### src/design/trd_pkg.sv
// shared types and constants for the tga run-length pixel decoder
// no dependencies; imported by trd_cfg_if and every module of the block
package trd_pkg;

    localparam int CFG_IDX_W  = 8;
    localparam int CFG_DATA_W = 32;

    // configuration register indexes
    localparam logic [CFG_IDX_W-1:0] REG_PIXEL_BYTES  = 8'd0;
    localparam logic [CFG_IDX_W-1:0] REG_TOTAL_PIXELS = 8'd1;

    // reset values of the configuration registers
    localparam logic [2:0]  PIXEL_BYTES_RESET  = 3'd4;
    localparam logic [31:0] TOTAL_PIXELS_RESET = 32'd1;

    localparam logic [2:0] PIXEL_BYTES_24 = 3'd3;
    localparam logic [7:0] RUN_FLAG_HDR   = 8'd128;
    localparam logic [7:0] RUN_BIAS       = 8'd127;
    localparam logic [7:0] OPAQUE_ALPHA   = 8'hFF;

    typedef struct packed {
        logic [2:0]  pixel_bytes;
        logic [31:0] total_pixels;
    } trd_cfg_t;

    // one finished pixel waiting between front and back
    typedef struct packed {
        logic [7:0] blue;
        logic [7:0] green;
        logic [7:0] byte2;
        logic [7:0] last_byte;
        logic       three_byte;
        logic [7:0] repeat_count;
        logic       image_done;
    } trd_item_t;

    typedef struct packed {
        logic full;
        logic empty;
    } trd_q_stat_t;

endpackage

### src/design/trd_fifo.sv
// short queue of finished pixels between the front and the back
// depends on trd_pkg for the item and status types
module trd_fifo
    import trd_pkg::*;
#(
    parameter int DEPTH = 4
)
(
    input  logic        clk,
    input  logic        rst_n,
    input  logic        push,
    input  trd_item_t   push_item,
    input  logic        pop,
    output trd_item_t   pop_item,
    output trd_q_stat_t stat
);

    localparam int PTR_W = (DEPTH > 1) ? $clog2(DEPTH) : 1;
    localparam int CNT_W = $clog2(DEPTH + 1);
    localparam logic [PTR_W-1:0] LAST_PTR  = PTR_W'(DEPTH - 1);
    localparam logic [CNT_W-1:0] FULL_CNT  = CNT_W'(DEPTH);

    trd_item_t        mem [DEPTH];
    logic [PTR_W-1:0] wr_ptr_reg, wr_ptr_next;
    logic [PTR_W-1:0] rd_ptr_reg, rd_ptr_next;
    logic [CNT_W-1:0] count_reg, count_next;

    assign stat.full  = (count_reg == FULL_CNT);
    assign stat.empty = (count_reg == '0);
    assign pop_item   = mem[rd_ptr_reg];

    always_comb
    begin
        wr_ptr_next = wr_ptr_reg;
        rd_ptr_next = rd_ptr_reg;
        count_next  = count_reg;
        if (push)
        begin
            wr_ptr_next = (wr_ptr_reg == LAST_PTR) ? '0 : wr_ptr_reg + PTR_W'(1);
        end
        if (pop)
        begin
            rd_ptr_next = (rd_ptr_reg == LAST_PTR) ? '0 : rd_ptr_reg + PTR_W'(1);
        end
        if (push && !pop)
        begin
            count_next = count_reg + CNT_W'(1);
        end
        else if (pop && !push)
        begin
            count_next = count_reg - CNT_W'(1);
        end
    end

    always_ff @(posedge clk)
    begin
        if (push)
        begin
            mem[wr_ptr_reg] <= push_item;
        end
    end

    always_ff @(posedge clk or negedge rst_n)
    begin
        if (!rst_n)
        begin
            wr_ptr_reg <= '0;
            rd_ptr_reg <= '0;
            count_reg  <= '0;
        end
        else
        begin
            wr_ptr_reg <= wr_ptr_next;
            rd_ptr_reg <= rd_ptr_next;
            count_reg  <= count_next;
        end
    end

    a_no_overflow: assert property (@(posedge clk) disable iff (!rst_n)
        stat.full |-> !(push && !pop))
        else $error("push into a full pixel queue");

    a_no_underflow: assert property (@(posedge clk) disable iff (!rst_n)
        pop |-> !stat.empty)
        else $error("pop from an empty pixel queue");

endmodule

### config.mk
export PLATFORM = sky130hd
export DESIGN_NAME = trd_fifo
export DESIGN_NICKNAME = d
export VERILOG_FILES = /design/src/design/trd_pkg.sv /design/src/design/trd_fifo.sv
export SDC_FILE = /design/constraint.sdc
export NUM_CORES = 1
export LEC_CHECK = 0
export BUFFER_PORTS_ARGS = -buffer_cell sky130_fd_sc_hd__buf_4
export CAP_MARGIN = 30
export CORE_MARGIN = 5
export CORE_UTILIZATION = 35
export DETAILED_ROUTE_END_ITERATION = 16
export SYNTH_ARGS = -nofsm -noshare
export SYNTH_HDL_FRONTEND = slang
export SYNTH_SLANG_ARGS = --single-unit
### constraint.sdc
create_clock -name clk -period 2.6 [get_ports clk]
set_clock_uncertainty 0.15 [all_clocks]
set_input_delay 0.13 -clock clk [delete_from_list [all_inputs] [get_ports clk]]
set_output_delay 0.13 -clock clk [all_outputs]
set_load 0.02 [all_outputs]
---- After elaboration in Yosys (flattened, before gate mapping) ----
Memory sizes are Yosys's and may differ from the RTL's.
Index checks and enable logic that the tools add are counted.
Widths: inputs -> output; s select.
word-level totals
  register bits ........................... 7
  RAM bits ................................ 168
  bits of input ports ..................... 46
  output and inout port bits .............. 44
  logic and storage cells ................. 23
  memories kept ........................... 1
memories
  memory  words  width  read ports  clocked after Yosys merged registers in  wr ports  line            text
  mem     4      42     1           0                                        1         trd_fifo.sv:23  trd_item_t mem [DEPTH];
operators by class
  add/sub/neg operators ................... 4
  equal/unequal tests ..................... 3
  muxes and demuxes ....................... 6
  reduce and logical (&&, ||, !) cells .... 6
operators by type and width
  operator             number
  $mux 3               2
  $add 2x1->2 const B  2
  $eq 2x2->1 const B   2
  $mux 2               2
  $add 3x1->3 const B  1
  $eq 3x3->1 const B   1
  $logic_not 3->1      1
  $sub 3x1->3 const B  1
  $logic_and 1x1->1    2
  $logic_not 1->1      2
  $mux 1               2
  $reduce_bool 2->1    1

---- Depth between registers and ports, before layout ----
  depth in word-level cells ............... 4
  depth in mapped cells ................... 7
  gate-level depth less buffers ........... 7

---- Worst setup path before layout ----
Ideal clock, no wire load.
  kind .................................... reg-to-reg
  start point ............................. register wr_ptr_reg[0]
  end point ............................... memory mem[0][0] (netlist name), enable pin
  setup time .............................. 403 ps
  data arrival time ....................... 1637 ps
  required time ........................... 2047 ps
  setup slack ............................. 410 ps
  cell stages (with the launch flop) ...... 4
  path buffers ............................ 0
  clock period less this slack ............ 2190 ps
  path through ............................ dfrtp_1 -> inv_1 -> ha_1 -> and2_1
RTL lines
  what                    line            text
  start, declared         trd_fifo.sv:24  logic [PTR_W-1:0] wr_ptr_reg, wr_ptr_next;
  start signal, assigned  trd_fifo.sv:73  wr_ptr_reg <= wr_ptr_next;
  end, declared           trd_fifo.sv:23
No word-level cell before the write port.

==> summary.md <==
| Metric | Value |
|---|---|
| Status | `complete, no violations` |
| Routed WL | `11860 µm` |
| Hold_ws | `0.2978 ns` |
| Vias in the first global route | `3464` |
| Final std cells w/o fill | `657` |
| Core ar. | `18520 µm²` |
| Worst path required time | `2.32 ns` |
| Power, Total | `0.009197 W` |
| Synth Register Bits | `175` |
| H-Tree Depth | `4` |
| CP Class | `register to primary output` |
| Area delta synth->final | `30.60%` |
| Initial antenna violation count | `1` |
| Cells resized by post-CTS repair | `0` |
| Total negative slack | `0 ns` |
| Layout Utilization | `46.08%` |
| Peak VDD IR | `600.3 µV` |
| P_leak | `2.974 nW` |
| Setup crit end kind | `primary output` |
| Largest register FFs | `168` |
| FFs w/ async S/R, synth | `4.000%` |
| Max cap viols | `0` |
| Die height | `146.6 µm` |
| Fin crit period | `2.368 ns` |
| Most used DFF post-synth | `edfxtp_1` |
| DRT Pass-1 Iters | `4` |
| Final worst-path cycle share | `91.07%` |
| Vias per Instance | `4.732` |
| Worst slew pin tran | `0.3570 ns` |
| CTS tree | `done` |
| Cts bufs inserted | `17` |
| Post-synth EDFFs | `168` |
| Fmax | `422.3 MHz` |
| Initial cell density of the core | `35.28%` |
| Pwr Density | `1078 nW/µm²` |
| Cell variety after synth | `19` |
| Worst-path clk slew | `0.07 ns` |
| Pins Over Slew Limit | `0` |
| Layout cells sized above 1 | `40.76%` |
| Drt first-iter violations | `165` |
| Final setup violation count | `0` |
| Synthesized area | `6534 µm²` |
| Number of buffers on the longest clock path | `2` |
| Final hold violations | `0` |
| HP Class | `input pin to register` |
| Pin count of the biggest net entering global routing | `45` |
| Syn Inst Count | `257` |
| CTS root buf | `clkbuf_16` |
| Unrepaired setup endpoints after global routing | `no` |
| Clk_lat worst skew | `0.42 ns` |
| Average instance area after synthesis | `25.42 µm²` |
| Critical path arrival | `2.09 ns` |
| First-pass GRT wire length | `19020 µm` |
| Fill count | `1570` |
| Critical Path Start Type | `register` |
| YS warnings | `0` |
| Fin nets | `462` |
| Clock sinks | `175` |
| Post-CTS setup buffers | `0` |
| Die W | `146.6 µm` |
| Avg WL per Cell | `18.06 µm` |
| Sequential fraction of the synthesis area | `79.89%` |
| Grt ovf | `0` |
| I/O pin cnt | `90` |
| Drc violations | `0` |
| Post-synthesis net count | `310` |
| Gpl congestion | `0.6742` |
| FP Rows | `50` |
| Antenna viol nets, final | `0` |
| Die area | `21500 µm²` |
| All-layer global routing usage | `11.69%` |
| Port Buf Inserts | `89` |
| Slew HR | `76.12%` |
| DR vias | `3109` |
| CP max FO | `16` |
| Hold-fix buffers, CTS | `46` |
| DP Cell Count | `578` |
| DP HPWL | `7093 µm` |
## critical path: stages, from the launching register on
cell and delay [ns]:
dfrtp_4 0.63, buf_4 0.27, mux4_1 0.58, buf_4 0.18
## synth_stat cells (2+ instances only)
cell      count  area (µm²)
edfxtp_1    168        5045
mux4_2       38       855.8
dfrtp_1       7       175.2
ha_1          6       75.07
buf_2         5       25.02
and2_1        4       25.02
buf_12        4       80.08
inv_1         4       15.01
mux4_1        4       105.1
mux2_2        3       33.78
nor2_1        3       11.26
nand2_1       2       7.510
o21ai_0       2       10.01
xor2_1        2       17.52
## power by group
part	leakage, nW	switching, W	internal, W
Clock	0.264	0.00101	0.00131
Sequential	1.62	0.000197	0.00363
Combinational	1.09	0.00157	0.00148
Total	2.97	0.00278	0.00642
## worst paths after layout
path | from | to | slack (ns) | cells past startpoint
worst max-delay path | rd_ptr_reg[0]$_DFFE_PN0P_ | pop_item[24] | 0.23 | 3
worst min register to register | count_reg[2]$_DFFE_PN0P_ | count_reg[2]$_DFFE_PN0P_ | 0.34 | 1
max in group asynchronous | rst_n | rd_ptr_reg[0]$_DFFE_PN0P_ | 1.48 | 3
worst min-delay path | push_item[14] | mem[0][14]$_DFFE_PP_ | 0.30 | 2
min in group asynchronous | rst_n | wr_ptr_reg[1]$_DFFE_PN0P_ | 0.53 | 3
worst max register to register | wr_ptr_reg[0]$_DFFE_PN0P_ | mem[0][27]$_DFFE_PP_ | 0.84 | 4
## layer usage
metal / global-route usage, % / share of wire [%] / up-vias
li1: - / - / 1394
met1: 14.15 / 42 / 1633
met2: 19.45 / 52 / 68
met3: 4.128 / 4.8 / 14
met4: 4.139 / 1.4 / 0
met5: 0 / 0 / -
## layout by cell type, fill, tap and decap left out
cell type | synthesis | layout
xnor2_1 | 1 | 1
inv_1 | 4 | 4
clkinvlp_4 | 0 | 2
inv_6 | 0 | 1
buf_4 | 0 | 91
and2_2 | 0 | 4
mux2_2 | 3 | 3
dfrtp_4 | 0 | 1
clkbuf_16 | 0 | 17
dfrtp_1 | 7 | 5
nor2_1 | 3 | 3
mux4_1 | 4 | 4
xor2_1 | 2 | 2
o21ai_0 | 2 | 2
fa_1 | 1 | 1
bufinv_16 | 0 | 1
nand2_1 | 2 | 2
ha_1 | 6 | 6
buf_12 | 4 | 6
nor3b_1 | 1 | 1
dlygate4sd3_1 | 0 | 46
inv_8 | 0 | 1
mux4_2 | 38 | 38
edfxtp_1 | 168 | 168
dfrtp_2 | 0 | 1
clkbuf_1 | 0 | 1
nor3_1 | 1 | 1
diode_2 | 0 | 1
clkinv_2 | 0 | 3
clkinv_1 | 0 | 3
clkinv_4 | 0 | 3
## kinds of logic after synthesis
kind of cell | share of synthesized area [%]
compound gates | 0.1532
xor+xnor | 0.4022
fa+ha+maj | 1.455
buf+inv | 2.011
flops | 79.89
mux | 15.22
simple gates | 0.8617
## stage by stage
step | instance area [µm²] | worst slack [ns]
finish | 8533 | 0.2321
global route | 8533 | 0.09301
CTS | 8531 | 0.1491
detailed placement | 7523 | 0.6164
global placement | 7523 | 0.6266
floorplan | 6534 | 0.4097
## layout make-up
cell class | count | area (µm²) | share of cell area (%)
antenna | 1 | 2.502 | 0.02933
timing repair buffer | 143 | 1264 | 14.81
multi-input combinational | 68 | 1187 | 13.91
inverter | 4 | 15.01 | 0.1760
sequential | 175 | 5225 | 61.23
tap | 234 | 292.8 | 3.431
clock inverter | 14 | 117.6 | 1.378
clock buffer | 18 | 429.2 | 5.029
Note: power is estimated with default switching activity, not from simulation.
