### src/design/trd_pkg.sv
// shared types and constants for the tga run-length pixel decoder
// no dependencies; imported by trd_cfg_if and every module of the block
package trd_pkg;

    localparam int CFG_IDX_W  = 8;
    localparam int CFG_DATA_W = 32;

    // configuration register indexes
    localparam logic [CFG_IDX_W-1:0] REG_PIXEL_BYTES  = 8'd0;
    localparam logic [CFG_IDX_W-1:0] REG_TOTAL_PIXELS = 8'd1;

    // reset values of the configuration registers
    localparam logic [2:0]  PIXEL_BYTES_RESET  = 3'd4;
    localparam logic [31:0] TOTAL_PIXELS_RESET = 32'd1;

    localparam logic [2:0] PIXEL_BYTES_24 = 3'd3;
    localparam logic [7:0] RUN_FLAG_HDR   = 8'd128;
    localparam logic [7:0] RUN_BIAS       = 8'd127;
    localparam logic [7:0] OPAQUE_ALPHA   = 8'hFF;

    typedef struct packed {
        logic [2:0]  pixel_bytes;
        logic [31:0] total_pixels;
    } trd_cfg_t;

    // one finished pixel waiting between front and back
    typedef struct packed {
        logic [7:0] blue;
        logic [7:0] green;
        logic [7:0] byte2;
        logic [7:0] last_byte;
        logic       three_byte;
        logic [7:0] repeat_count;
        logic       image_done;
    } trd_item_t;

    typedef struct packed {
        logic full;
        logic empty;
    } trd_q_stat_t;

endpackage

### src/design/trd_ifs.sv


interface trd_pixel_if;
    logic       valid;
    logic       ready;
    logic [7:0] red;
    logic [7:0] green;
    logic [7:0] blue;
    logic [7:0] alpha;
    logic [7:0] repeat_count;
    logic       image_done;

    modport source (output valid, output red, output green, output blue, output alpha,
                    output repeat_count, output image_done, input ready);
    modport sink   (input valid, input red, input green, input blue, input alpha,
                    input repeat_count, input image_done, output ready);
endinterface


### src/design/trd_back.sv
// back end: drains the pixel queue, places red and alpha, holds the output register
// depends on trd_pkg and trd_pixel_if
module trd_back
    import trd_pkg::*;
(
    input  logic        clk,
    input  logic        rst_n,
    input  trd_item_t   q_item,
    input  trd_q_stat_t q_stat,
    output logic        pop,
    trd_pixel_if.source out_ch
);

    logic       out_valid_reg;
    logic [7:0] red_reg, green_reg, blue_reg, alpha_reg, rep_reg;
    logic       done_reg;

    assign pop = ~q_stat.empty & (~out_valid_reg | out_ch.ready);

    always_ff @(posedge clk or negedge rst_n)
    begin
        if (!rst_n)
        begin
            out_valid_reg <= 1'b0;
        end
        else if (pop)
        begin
            out_valid_reg <= 1'b1;
        end
        else if (out_ch.ready)
        begin
            out_valid_reg <= 1'b0;
        end
    end

    always_ff @(posedge clk)
    begin
        if (pop)
        begin
            blue_reg  <= q_item.blue;
            green_reg <= q_item.green;
            // 24-bit pixels end on red and carry no alpha byte
            red_reg   <= q_item.three_byte ? q_item.last_byte : q_item.byte2;
            alpha_reg <= q_item.three_byte ? OPAQUE_ALPHA : q_item.last_byte;
            rep_reg   <= q_item.repeat_count;
            done_reg  <= q_item.image_done;
        end
    end

    assign out_ch.valid        = out_valid_reg;
    assign out_ch.red          = red_reg;
    assign out_ch.green        = green_reg;
    assign out_ch.blue         = blue_reg;
    assign out_ch.alpha        = alpha_reg;
    assign out_ch.repeat_count = rep_reg;
    assign out_ch.image_done   = done_reg;

endmodule

### src/flat_wrapper.sv
// flat-port wrapper written by rule: the top's interface ports become plain ports
module trd_back_flat import trd_pkg::*;
  (clk, rst_n, q_item, q_stat, pop, out_ch_valid, out_ch_red, out_ch_green, out_ch_blue, out_ch_alpha, out_ch_repeat_count, out_ch_image_done, out_ch_ready);
  trd_pixel_if out_ch_i ();
  input  logic clk;
  input  logic rst_n;
  input  trd_item_t q_item;
  input  trd_q_stat_t q_stat;
  output logic pop;
  output wire logic [$bits(out_ch_i.valid)-1:0] out_ch_valid;
  output wire logic [$bits(out_ch_i.red)-1:0] out_ch_red;
  output wire logic [$bits(out_ch_i.green)-1:0] out_ch_green;
  output wire logic [$bits(out_ch_i.blue)-1:0] out_ch_blue;
  output wire logic [$bits(out_ch_i.alpha)-1:0] out_ch_alpha;
  output wire logic [$bits(out_ch_i.repeat_count)-1:0] out_ch_repeat_count;
  output wire logic [$bits(out_ch_i.image_done)-1:0] out_ch_image_done;
  input wire logic [$bits(out_ch_i.ready)-1:0] out_ch_ready;
  assign out_ch_valid = out_ch_i.valid;
  assign out_ch_red = out_ch_i.red;
  assign out_ch_green = out_ch_i.green;
  assign out_ch_blue = out_ch_i.blue;
  assign out_ch_alpha = out_ch_i.alpha;
  assign out_ch_repeat_count = out_ch_i.repeat_count;
  assign out_ch_image_done = out_ch_i.image_done;
  assign out_ch_i.ready = out_ch_ready;
  trd_back u_core (.clk(clk), .rst_n(rst_n), .q_item(q_item), .q_stat(q_stat), .pop(pop), .out_ch(out_ch_i));
endmodule
### config.mk
export PLATFORM = sky130hd
export DESIGN_NAME = trd_back_flat
export DESIGN_NICKNAME = d
export VERILOG_FILES = /design/src/design/trd_pkg.sv /design/src/design/trd_ifs.sv /design/src/design/trd_back.sv /design/src/flat_wrapper.sv
export SDC_FILE = /design/constraint.sdc
export NUM_CORES = 1
export LEC_CHECK = 0
export ABC_AREA = 1
export ABC_CLOCK_PERIOD_IN_PS = 5500
export BUFFER_PORTS_ARGS = -buffer_cell sky130_fd_sc_hd__buf_2
export CORE_MARGIN = 10
export CORE_UTILIZATION = 44
export CTS_CLUSTER_DIAMETER = 150
export DETAILED_ROUTE_END_ITERATION = 6
export GPL_ROUTABILITY_DRIVEN = 1
export PLACE_DENSITY_LB_ADDON = 0.05
export SLEW_MARGIN = 10
export SYNTH_ARGS = -nofsm -noshare
export SYNTH_HDL_FRONTEND = slang
export SYNTH_SLANG_ARGS = --single-unit
### constraint.sdc
create_clock -name clk -period 5.5 [get_ports clk]
set_input_delay 0.275 -clock clk [delete_from_list [all_inputs] [get_ports clk]]
set_output_delay 0.275 -clock clk [all_outputs]
set_load 0.01 [all_outputs]
# Word-level counts from Yosys, hierarchy flattened

Cells that the tools add are included.

Flip-flop bits (word level): 42
Latch bits: 0
Bits in writable memories: 0
Bits in read-only memories: 0
Bits of input ports: 47
Output and inout bits: 43
Word-level logic and storage cells: 15
Memories kept: 0

Add/sub/neg operators: 0
Multiply operators: 0
Div/mod/pow operators: 0
Magnitude comparators: 0
Equality and inequality tests: 0
Shift operators: 0
Muxes and demuxes: 3
Bitwise gates (word level): 4
Reduce and logical (&&, ||, !) cells: 1

Operators with widths:

| kind               | count |
|---|---|
| two-way mux 8 bit  | 1 |
| two-way mux 1 bit  | 2 |
| inverter 1 bit     | 2 |
| nonzero test 2 bit | 1 |
| AND 1 bit          | 1 |
| bitwise OR 1 bit   | 1 |

# Logic depth before layout (Yosys ltp)

Depth after elaboration: 4
Gate-level depth with buffers: 3

# Least setup slack after synthesis

No wires, ideal clock.

Path type: register to register
Start: reg u_core.out_valid_reg (netlist: u_core.out_ch.valid)
End: reg u_core.alpha_reg[0] (netlist: u_core.out_ch.alpha[0]) (enable)
Setup time: 0.460 ns
Data arrival time: 2.609 ns
Required time: 5.040 ns
Slack: 2.431 ns
Stages on the path, launching flop included: 2
Clock period less this slack: 3.069 ns
Cell sequence: dfrtp_1 -> a21oi_1

Longest elaborated chain between the ends: 3

RTL lines:

| item                     | RTL line          | text |
|---|---|---|
| start: declaration       | trd_back.sv:14    | `logic out_valid_reg;` |
| start signal: assignment | trd_back.sv:24    | `out_valid_reg <= 1'b0;` |
| start signal: assignment | trd_back.sv:28    | `out_valid_reg <= 1'b1;` |
| start signal: assignment | trd_back.sv:32    | `out_valid_reg <= 1'b0;` |
| inverter 1 bit           | trd_back.sv:18    | `assign pop = ~q_stat.empty & (~out_valid_reg \| out_ch.ready);` |
| bitwise OR 1 bit         | trd_back.sv:18    |  |
| AND 1 bit                | trd_back.sv:18    |  |
| via pop                  | flat_wrapper.sv:9 | `output logic pop;` |
| end signal: assignment   | trd_back.sv:44    | `alpha_reg <= q_item.three_byte ? OPAQUE_ALPHA : q_item.last_byte;` |
| end: declaration         | trd_back.sv:15    | `logic [7:0] red_reg, green_reg, blue_reg, alpha_reg, rep_reg;` |

The timed path passes the listed nets, and every way through them passes these cells.
A chain may end at the register's enable or synchronous reset.

# Final worst setup path

Start: reg u_core.out_valid_reg (netlist: u_core.out_ch.valid)
End: out pop

Longest elaborated chain between the ends: 3

RTL lines:

| item             | RTL line |
|---|---|
| inverter 1 bit   | trd_back.sv:18 |
| bitwise OR 1 bit | trd_back.sv:18 |
| AND 1 bit        | trd_back.sv:18 |
| end: declaration | flat_wrapper.sv:9 |

Every way passes these cells.

==> out/qor.txt <==
outcome = complete, no violations
Startpoint Class = flop
CTS Buf Count = 5
share of layout cells above drive strength 1 = 57.6%
dpl hpwl = 2500 um
worst-path fanout max = 42
Final setup viols = 0
site row count = 20
Slew HR = 66.0%
synthesis-to-finish area growth = 40.1%
CTS Root Cell = clkbuf_4
GRT Total Usage = 10.9%
H-tree levels = 2
CP Class = reg2out
die span in x = 77.0 um
Cell Area, Synth = 0.00143 mm2
DR iter-0 viols = 70
Routed WL = 3190 um
Worst Path Required = 5.22 ns
Die ar. = 0.00592 mm2
Core Region = 0.00308 mm2
Hold Crit Start = q_item[38]
Reg2Reg Setup Slack = 4.11 ns
Peak Freq = 531 MHz
port bufs = 88
ANT nets after route = 0
CP endpoint kind = output port
antenna diode count = 0
maximum vdd drop = 0.170 mV
CTS tree = yes
vias in the first global route = 1,055
worst path arrival time = 1.61 ns
Seq. cell area = 0.00126 mm2
r2r startpoint = u_core.out_ch.valid
setup tns final = 0 ns
Hold Vio Cnt, Final = 0
global-route wire length before repair = 5000 um
DR vias/cell = 4.31
number of top-level pins = 90
crit path to = pop
# DRC = 0
RR Endpoint = u_core.out_ch.green[0]
Placement Setup Slack = 3.97 ns
CP startpoint = u_core.out_ch.valid
crit path time final = 1.88 ns
Seq cells post-synth = 42
register area share after synthesis = 88.0%
clock skew = 0.00843 ns
PD cells = 295 mW/mm2
die height = 77.0 um
yosys warns = 0
Pre-antenna DRT Iters = 4
multi-input logic area = 164 um2
RSZ-0062 raised after global routing = no
CTS Sinks = 42
syn nets = 127
leakage power = 0.000889 uW
number of fill cells in the layout = 249
commonest non-fill, non-tap cell in the layout = buf_2
Max Slew Vio Count = 0
routability cong. = 0.642
Syn Area/Cell = 17.8 um2
slew at the pin closest to its max-slew limit = 0.510 ns
max cap viols = 0
DR vias = 953
commonest cells after routing, fill and taps aside = 88 x buf_2, 41 x edfxtp_1, 26 x nand2_1
initial antenna violation count = 0
Synth Instances = 80
hold crit path type = in2reg
final worst slack = 3.62 ns
Longest Clk Path Bufs = 2
register clock-pin slew on the reported worst setup and hold paths = 0.11 ns
largest net degree at the start of global routing = 43
Clock Latency Late Sink = 0.34 ns
crit share post-route = 34.2%
Remaining Overflow, GRT = 0
nets = 223
Netlist cell types = 8
Initial Util = 46.4%
R2R cell count = 2
average wire per standard cell = 14.4 um
[how the worst min path moves through the flow]
stage	endpoint	slack, ns	cells after the start
after floorplan	u_core.out_ch.valid	-0.02	0
after global placement	u_core.out_ch.valid	0.05	1
after detailed placement	u_core.out_ch.valid	0.05	1
after CTS	u_core.out_ch.blue[4]	0.08	1
after global routing	u_core.out_ch.green[6]	0.06	1
final	u_core.out_ch.blue[4]	0.10	1
[synthesized netlist by cell type]
master,n,share of area [%]
nand2_1,26,6.8
buf_6,1,0.79
or2_2,6,2.6
or2_1,2,0.88
dfrtp_1,1,1.8
inv_1,2,0.53
edfxtp_1,41,86
a21oi_1,1,0.35
[critical path, stage by stage, from the launching register on]
cell and delay, ns:
dfrtp_1 0.43, a21oi_4 0.15, buf_4 0.44, buf_2 0.23
[cell families after synthesis]
logic type	synth area share, %
AND/OR/NAND/NOR	10.3
buffers and inverters	1.31
AO/OA/AOI/OAI	0.350
flip-flops	88.0
[metrics by stage]
step	power (uW)	cell area [um2]	hold slack [ns]	std cells	utilization (%)
after floorplan	410	1430	-0.0206	80	-
after detailed placement	447	1930	0.0522	212	62.7
after global routing	621	2000	0.0631	221	65.0
after CTS	601	2000	0.0799	221	65.0
after global placement	445	1930	0.0503	212	62.7
final	590	2000	0.101	221	65.0
[repair_timing]
| action | in CTS | in global routing |
|---|---|---|
| setup buffers | 0 | 0 |
| hold buffers | 1 | 0 |
| resized for setup | 0 | 0 |
| hold endpoints to repair | 1 | 0 |
[where the power goes]
group,switching (uW),total [uW],internal [uW],leakage (uW)
registers,3.67,376,373,0.000396
logic,34.1,61.8,27.7,0.000461
clock network,89.2,152,63.2,0.0000326
[area by class of cell]
cell class,instances,share of cell area (%)
Sequential cell,42,62.8
Timing Repair Buffer,90,22.9
Multi-Input combinational cell,35,8.20
Clock buffer,8,2.94
Tap cell,44,2.75
Inverter,2,0.375
[per-layer routing]
layer,vias to the layer above,GRT usage (%),share of wire [%]
met5,-,0,0
met1,416,10.3,38
met3,8,6.29,11
met4,0,6.88,2.1
met2,56,17.7,49
li1,473,-,-
No activity file was read; power rests on OpenSTA's default activity.
