## src/design/trd_pkg.sv

```systemverilog
// shared types and constants for the tga run-length pixel decoder
// no dependencies; imported by trd_cfg_if and every module of the block
package trd_pkg;

    localparam int CFG_IDX_W  = 8;
    localparam int CFG_DATA_W = 32;

    // configuration register indexes
    localparam logic [CFG_IDX_W-1:0] REG_PIXEL_BYTES  = 8'd0;
    localparam logic [CFG_IDX_W-1:0] REG_TOTAL_PIXELS = 8'd1;

    // reset values of the configuration registers
    localparam logic [2:0]  PIXEL_BYTES_RESET  = 3'd4;
    localparam logic [31:0] TOTAL_PIXELS_RESET = 32'd1;

    localparam logic [2:0] PIXEL_BYTES_24 = 3'd3;
    localparam logic [7:0] RUN_FLAG_HDR   = 8'd128;
    localparam logic [7:0] RUN_BIAS       = 8'd127;
    localparam logic [7:0] OPAQUE_ALPHA   = 8'hFF;

    typedef struct packed {
        logic [2:0]  pixel_bytes;
        logic [31:0] total_pixels;
    } trd_cfg_t;

    // one finished pixel waiting between front and back
    typedef struct packed {
        logic [7:0] blue;
        logic [7:0] green;
        logic [7:0] byte2;
        logic [7:0] last_byte;
        logic       three_byte;
        logic [7:0] repeat_count;
        logic       image_done;
    } trd_item_t;

    typedef struct packed {
        logic full;
        logic empty;
    } trd_q_stat_t;

endpackage

```

## src/design/trd_ifs.sv

```systemverilog
// handshake channels of the tga run-length pixel decoder
// depends on trd_pkg for widths
interface trd_byte_if;
    logic       valid;
    logic       ready;
    logic [7:0] data_byte;

    modport source (output valid, output data_byte, input ready);
    modport sink   (input valid, input data_byte, output ready);
endinterface


```

## src/design/trd_front.sv

```systemverilog
// front end: takes coded bytes, tracks packets, assembles pixels, counts image pixels
// depends on trd_pkg and trd_byte_if; pushes finished pixels into the queue
module trd_front
    import trd_pkg::*;
(
    input  logic          clk,
    input  logic          rst_n,
    input  trd_cfg_t      cfg,
    trd_byte_if.sink      in_ch,
    input  logic          q_full,
    output logic          push,
    output trd_item_t     push_item
);

    logic        in_packet_reg, in_packet_next;
    logic        is_run_reg, is_run_next;
    logic [7:0]  left_reg, left_next;
    logic [1:0]  byte_idx_reg, byte_idx_next;
    logic [23:0] asm_reg, asm_next;
    logic [31:0] decoded_reg, decoded_next;

    logic        accept;
    logic [1:0]  last_idx;
    logic [31:0] total_eff;
    logic [32:0] diff;
    logic [31:0] remaining;
    logic [7:0]  rep_req;
    logic        done;
    logic [7:0]  rep;

    assign in_ch.ready = ~q_full;
    assign accept      = in_ch.valid & ~q_full;

    always_comb
    begin
        last_idx  = (cfg.pixel_bytes == PIXEL_BYTES_24) ? 2'd2 : 2'd3;
        total_eff = (cfg.total_pixels == 32'd0) ? 32'd1 : cfg.total_pixels;
        diff      = {1'b0, total_eff} - {1'b0, decoded_reg};
        // total at or below count already decoded: one more pixel ends the image
        remaining = (diff[32] || diff[31:0] == 32'd0) ? 32'd1 : diff[31:0];
        rep_req   = is_run_reg ? left_reg : 8'd1;
        if (rep_req == 8'd0)
        begin
            rep_req = 8'd1;
        end
        done = (remaining <= {24'd0, rep_req});
        rep  = done ? remaining[7:0] : rep_req;
    end

    always_comb
    begin
        in_packet_next = in_packet_reg;
        is_run_next    = is_run_reg;
        left_next      = left_reg;
        byte_idx_next  = byte_idx_reg;
        asm_next       = asm_reg;
        decoded_next   = decoded_reg;
        push           = 1'b0;

        push_item.blue         = asm_reg[7:0];
        push_item.green        = asm_reg[15:8];
        push_item.byte2        = asm_reg[23:16];
        push_item.last_byte    = in_ch.data_byte;
        push_item.three_byte   = (last_idx == 2'd2);
        push_item.repeat_count = rep;
        push_item.image_done   = done;

        if (accept)
        begin
            if (!in_packet_reg)
            begin
                // packet header
                is_run_next    = (in_ch.data_byte >= RUN_FLAG_HDR);
                left_next      = is_run_next ? (in_ch.data_byte - RUN_BIAS)
                                             : (in_ch.data_byte + 8'd1);
                in_packet_next = 1'b1;
                byte_idx_next  = 2'd0;
                asm_next       = 24'd0;
            end
            else if (byte_idx_reg < last_idx)
            begin
                asm_next[byte_idx_reg*8 +: 8] = in_ch.data_byte;
                byte_idx_next = byte_idx_reg + 2'd1;
            end
            else
            begin
                push          = 1'b1;
                byte_idx_next = 2'd0;
                asm_next      = 24'd0;
                if (done)
                begin
                    in_packet_next = 1'b0;
                    is_run_next    = 1'b0;
                    left_next      = 8'd0;
                    decoded_next   = 32'd0;
                end
                else
                begin
                    decoded_next = decoded_reg + {24'd0, rep};
                    if (is_run_reg || left_reg <= 8'd1)
                    begin
                        left_next      = 8'd0;
                        in_packet_next = 1'b0;
                    end
                    else
                    begin
                        left_next = left_reg - 8'd1;
                    end
                end
            end
        end
    end

    always_ff @(posedge clk or negedge rst_n)
    begin
        if (!rst_n)
        begin
            in_packet_reg <= 1'b0;
            is_run_reg    <= 1'b0;
            left_reg      <= 8'd0;
            byte_idx_reg  <= 2'd0;
            asm_reg       <= 24'd0;
            decoded_reg   <= 32'd0;
        end
        else
        begin
            in_packet_reg <= in_packet_next;
            is_run_reg    <= is_run_next;
            left_reg      <= left_next;
            byte_idx_reg  <= byte_idx_next;
            asm_reg       <= asm_next;
            decoded_reg   <= decoded_next;
        end
    end

    // the final pixel of an image sends the front back to expecting a header
    a_done_restarts: assert property (@(posedge clk) disable iff (!rst_n)
        (push && push_item.image_done) |=> (!in_packet_reg && decoded_reg == 32'd0))
        else $error("image end did not restart the front");

endmodule

```

## src/flat_wrapper.sv

```systemverilog
// flat-port wrapper written by rule: the top's interface ports become plain ports
module trd_front_flat import trd_pkg::*;
  (clk, rst_n, cfg, q_full, push, push_item, in_ch_valid, in_ch_data_byte, in_ch_ready);
  trd_byte_if in_ch_i ();
  input  logic clk;
  input  logic rst_n;
  input  trd_cfg_t cfg;
  input  logic q_full;
  output logic push;
  output trd_item_t push_item;
  input wire logic [$bits(in_ch_i.valid)-1:0] in_ch_valid;
  input wire logic [$bits(in_ch_i.data_byte)-1:0] in_ch_data_byte;
  output wire logic [$bits(in_ch_i.ready)-1:0] in_ch_ready;
  assign in_ch_i.valid = in_ch_valid;
  assign in_ch_i.data_byte = in_ch_data_byte;
  assign in_ch_ready = in_ch_i.ready;
  trd_front u_core (.clk(clk), .rst_n(rst_n), .cfg(cfg), .in_ch(in_ch_i), .q_full(q_full), .push(push), .push_item(push_item));
endmodule
```

## config.mk

```make
export PLATFORM = sky130hd
export DESIGN_NAME = trd_front_flat
export DESIGN_NICKNAME = d
export VERILOG_FILES = /design/src/design/trd_pkg.sv /design/src/design/trd_ifs.sv /design/src/design/trd_front.sv /design/src/flat_wrapper.sv
export SDC_FILE = /design/constraint.sdc
export NUM_CORES = 1
export LEC_CHECK = 0
export BUFFER_PORTS_ARGS = -buffer_cell sky130_fd_sc_hd__buf_4
export CORE_UTILIZATION = 64
export DETAILED_ROUTE_END_ITERATION = 7
export PLACE_DENSITY_LB_ADDON = 0.08
export SYNTH_ARGS = -nofsm -noshare
export SYNTH_HDL_FRONTEND = slang
export SYNTH_SLANG_ARGS = --single-unit
export TNS_END_PERCENT = 30
```

## constraint.sdc

```tcl
create_clock -name clk -period 21.2 [get_ports clk]
set_input_delay 2.12 -clock clk [delete_from_list [all_inputs] [get_ports clk]]
set_output_delay 2.12 -clock clk [all_outputs]
set_load 0.02 [all_outputs]
```

# == After elaboration in Yosys (flattened, before gate mapping) ==
# Cells that the tools add are included.
# op_classes
addsub,7
order_cmp,4
eq_ne,4
shift,2
n_mux,27
bitwise_logic,3
reduce_logical,8
# ops
op,n
$mux 32,3
$logic_not 32->1,2
$mux 8,8
$mux 24,2
$neg 5->34,1
$shift 8x34->24 const A,1
$shiftx 8x34->24,1
$sub 32x32->33,1
$add 32x8->32,1
$le 32x8->1,1
$bwmux 24,1
$mux 1,11
$add 8x1->8 const B,1
$ge 8x8->1 const B,1
$le 8x1->1 const B,1
$logic_not 8->1,1
$sub 8x1->8 const B,1
$sub 8x7->8 const B,1
$reduce_and 3->1,2
$mux 2,2
$ne 2x2->1 const B,2
$eq 3x2->1 const B,1
$add 2x1->2 const B,1
$eq 2x2->1 const B,1
5 further kinds,7
# totals
register_bits,68
output_inout_bits,44

# == Longest topological paths before layout ==
# depth
word_depth,10
mapped_depth,38
ltp_nobuf,38

# == Worst setup path after synthesis ==
# No wires, ideal clock.
# synth_path
path_type,input to register
startpoint,input port cfg[8] in the netlist's numbering
endpoint,register u_core.decoded_reg[23]
setup_time_ns,0.148
t_arrival_ns,9.312
slack_ns,11.740
cell_stages,35
n_path_buf,1
cell_sequence,nor4_1 nand4_1 nor2_1 nor2_1 ha_1 fa_1 nand3b_1 a211oi_2 nor4_2 o31ai_1 a21oi_1 xnor2_1 nor4_4 nand4_1 nand3b_1 inv_1 ha_1 nor2b_1 o21a_1 o21a_1 o21a_1 o21bai_1 a22oi_1 o41ai_1 ha_1 a21o_1 a21o_1 a21o_1 a21o_1 a21o_1 a21oi_1 clkbuf_1 nor4_1 xnor2_1 a21oi_2
# synth_lines
item,line_no,text
start: declaration,flat_wrapper.sv:7,input trd_cfg_t cfg;
end signal: assignment,trd_front.sv:132,decoded_reg <= decoded_next;
end: declaration,trd_front.sv:20,"logic [31:0] decoded_reg, decoded_next;"

# == Final worst setup path ==
# layout_path
startpoint,input port cfg[18] in the netlist's numbering
endpoint,register u_core.decoded_reg[17]
# layout_between
elab_chain_cells,10
# layout_rtl
item,line_no,text
$logic_not 32->1,trd_front.sv:37,total_eff = (cfg.total_pixels == 32'd0) ? 32'd1 : cfg.total_pixels;
$mux 32 *,trd_front.sv:37,
$sub 32x32->33 *,trd_front.sv:38,"diff = {1'b0, total_eff} - {1'b0, decoded_reg};"
$logic_not 32->1,trd_front.sv:40,remaining = (diff[32] || diff[31:0] == 32'd0) ? 32'd1 : diff[31:0];
$logic_or 1x1->1,trd_front.sv:40,
$mux 32 *,trd_front.sv:40,
$le 32x8->1,trd_front.sv:46,"done = (remaining <= {24'd0, rep_req});"
$mux 8,trd_front.sv:47,rep = done ? remaining[7:0] : rep_req;
$add 32x8->32,trd_front.sv:99,"decoded_next = decoded_reg + {24'd0, rep};"
$mux 32 *,trd_front.sv:90,if (done)
# Every way passes the cells marked *; elsewhere a longest branch is shown, timed or not.
# A chain may end at the register's enable or synchronous reset.

==> run metrics <==
run status finished, final reports clean; final setup vio count 0; Num CTS Buffers 9; Worst-Skew Late Latency 0.36 ns; count leader, synth nand2_1; Routed WL per cell 19.70 µm; share of the synthesized area in the top cell type 0.2537; setup TNS 0 ns; mapped cell area 6706 µm²; final core occ 0.7248; routability cong. 0.9941; drt drc 0; clk buf depth 2; Cells after DPL 978; global-route wire length before repair 31060 µm; post-CTS setup buffer count 0; IO Pins 91; Cell variety after synth 79; Worst R2R Start u_core.decoded_reg[0]; register area share after synthesis 0.2537; worst hold margin 0.5127 ns; Max-Cap Viols 0; mux contribution to synthesized area 0.01679; crit path kind in -> reg; Setup crit start kind input pin; area growth from synthesis to layout 10.58%; Slew Limit Fails 0; routed vias/inst 6.438; Most used DFF post-synth dfrtp_1; CTS resizes 0; fin nets 961; Slew HR 0.2237; leak pwr 3.280 nW; largest net degree at the start of global routing 69; die area 10890 µm²; htree depth 3; post-route clock period utilization 0.5378; cell row count 37; FFs w/ async S/R, synth 1.000; Register-to-Register Path Depth 33; # clock sinks 68; fmax 0.08770 GHz; Worst Setup EP u_core.decoded_reg[17]; worst-margin pin slew 1.164 ns; RSZ-0062 raised after global routing no; Starting Density 0.6555; dpl ws 9.696 ns; DRT Pass-1 Iters 7; Worst Setup SP cfg[18]; slowest cell on the critical path a21oi_1; detailed placement HPWL 15370 µm; number of flip-flops in the largest register 32; Reg2Reg Setup Slack 12.18 ns; max incr delay on CP 0.91 ns; initial detailed-routing violation count 505; routed wire length 19560 µm; fraction of layout instances using a drive strength above 1 0.1844; maximum fanout along the worst path 40; fin cells 993; port buffer count 90; gr ovfl total 0; Post-synth EDFFs 0; post-synthesis compound-gate area fraction 0.2621; Hold Fails Final Rpt 0; area leader, netlist dfrtp_1; Die Wd 104.4 µm; CP dominant cell by count a21o_1; number of global-route vias before repair 6256; Synth area leaders dfrtp_1 25%, ha_1 11%, xnor2_1 5.4%; Antenna Cells 0; Min-Delay Path Class reg -> reg; Worst-path clk slew 0.08 ns; area share of fa/ha/maj cells after synthesis 0.1160; hold buffer count at cts 0; largest family of logic cells by synthesized area compound AO/OA/AOI/OAI gates; Worst VDD drop 0.0001193 V; CTS root buf clkbuf_8; syn_nets 926; clock skew 0.008445 ns; routed vias 6393; Post-DRT Antenna Nets 0; pwr dens 139.5 nW/µm²; initial antenna violation count 0; Core Area 10230 µm²; Synth Area in Simple Gates 0.2024; Req. time, crit path 21.42 ns; CP Capture Type flop; Fillers 793; crit path time final 11.40 ns; critical path arrival 11.62 ns; Post-Synth XOR/XNOR Area 0.06399; Die Y 104.4 µm; CTS tree yes; Final WS setup 9.798 ns; top cells by count, synth 86 x nand2_1, 68 x dfrtp_1, 60 x a21oi_1, 59 x ha_1, 58 x inv_1; gr usage total 0.3618; YS warnings 0; Crit Reg-Reg Endpoint u_core.decoded_reg[17]; Seq cells post-synth 68; Post-Syn Instances 818; Avg Cell Area, Syn 8.199 µm²
power by group:
| part | switching [W] | internal, W |
|---|---|---|
| registers | 0.0000405 | 0.000170 |
| logic | 0.000443 | 0.000276 |
| clock network | 0.0000525 | 0.0000535 |
| total | 0.000536 | 0.000499 |
worst max-delay path: cells and delay by family:
family                     cells  cell delay, ns
AOI/OAI and AO/OA             16            3.85
xor gates and xnor gates       2            0.46
adders and majority gates      4            1.13
buffers and inverters          3            0.69
muxes                          1            0.43
and+or+nand+nor               12            2.92
cell families after synthesis:
group	after synthesis
compound gates	241
buf+inv	127
flops	68
mux	11
xor+xnor	49
simple gates	261
fa+ha+maj	61
layout by cell type (no fill, tap or decap), types with 4 or more instances in the layout:
cell       n
a211oi_1   5
a21boi_0   4
a21o_1    15
a21oi_1   60
a21oi_2   18
a22o_1    24
a22oi_1    7
and3_1     8
buf_4     92
clkbuf_8   9
dfrtp_1   68
ha_1      59
inv_1     58
mux2i_1    9
nand2_1   86
nand3_1   21
nand3b_1   4
nand4_1   22
nor2_1    40
nor2b_1    6
nor3_1    17
nor3b_1    6
nor4_1    25
o211ai_1   9
o21a_1     9
o21ai_0   24
o21ai_1    7
o21bai_1   7
o22ai_1    5
o22ai_2    5
o31ai_1    6
o41ai_1    4
or3_1      5
xnor2_1   41
xor2_1     8
per-stage QoR:
step / area [µm²] / total power [W]
floorplan: 6706 / 0.0007409
global route: 7416 / 0.001104
detailed placement: 7219 / 0.0009120
global placement: 7219 / 0.0008884
CTS: 7410 / 0.001021
finish: 7416 / 0.001035
metal layers:
metal,wire [µm],vias to the layer above,global-route usage
met5,0,-,0
met1,8021,3104,0.4299
met4,709,0,0.1724
met2,9912,222,0.6429
li1,-,3021,-
met3,918,46,0.04699
worst min path at each step:
| stage | cells after the start | end | slack (ns) | startpoint |
|---|---|---|---|---|
| after floorplan | 2 | u_core.decoded_reg[0] | 0.48 | u_core.decoded_reg[0] |
| after global placement | 1 | u_core.asm_reg[5] | 0.49 | u_core.asm_reg[5] |
| after detailed placement | 1 | u_core.asm_reg[3] | 0.49 | u_core.asm_reg[3] |
| after CTS | 1 | u_core.asm_reg[3] | 0.52 | u_core.asm_reg[3] |
| after global routing | 1 | u_core.asm_reg[19] | 0.53 | u_core.asm_reg[19] |
| final | 1 | u_core.asm_reg[19] | 0.51 | u_core.asm_reg[19] |
layout make-up:
| class | instances | area [µm²] | share of cell area |
|---|---|---|---|
| Clock buffer | 9 | 123.9 | 0.01670 |
| Sequential cell | 68 | 1702 | 0.2295 |
| Clock inverter | 6 | 66.31 | 0.008942 |
| Tap cell | 136 | 170.2 | 0.02295 |
| Inverter | 59 | 221.5 | 0.02986 |
| Multi-Input combinational cell | 623 | 4442 | 0.5990 |
| Timing Repair Buffer | 92 | 690.7 | 0.09313 |
No activity file was read; power rests on OpenSTA's default activity.
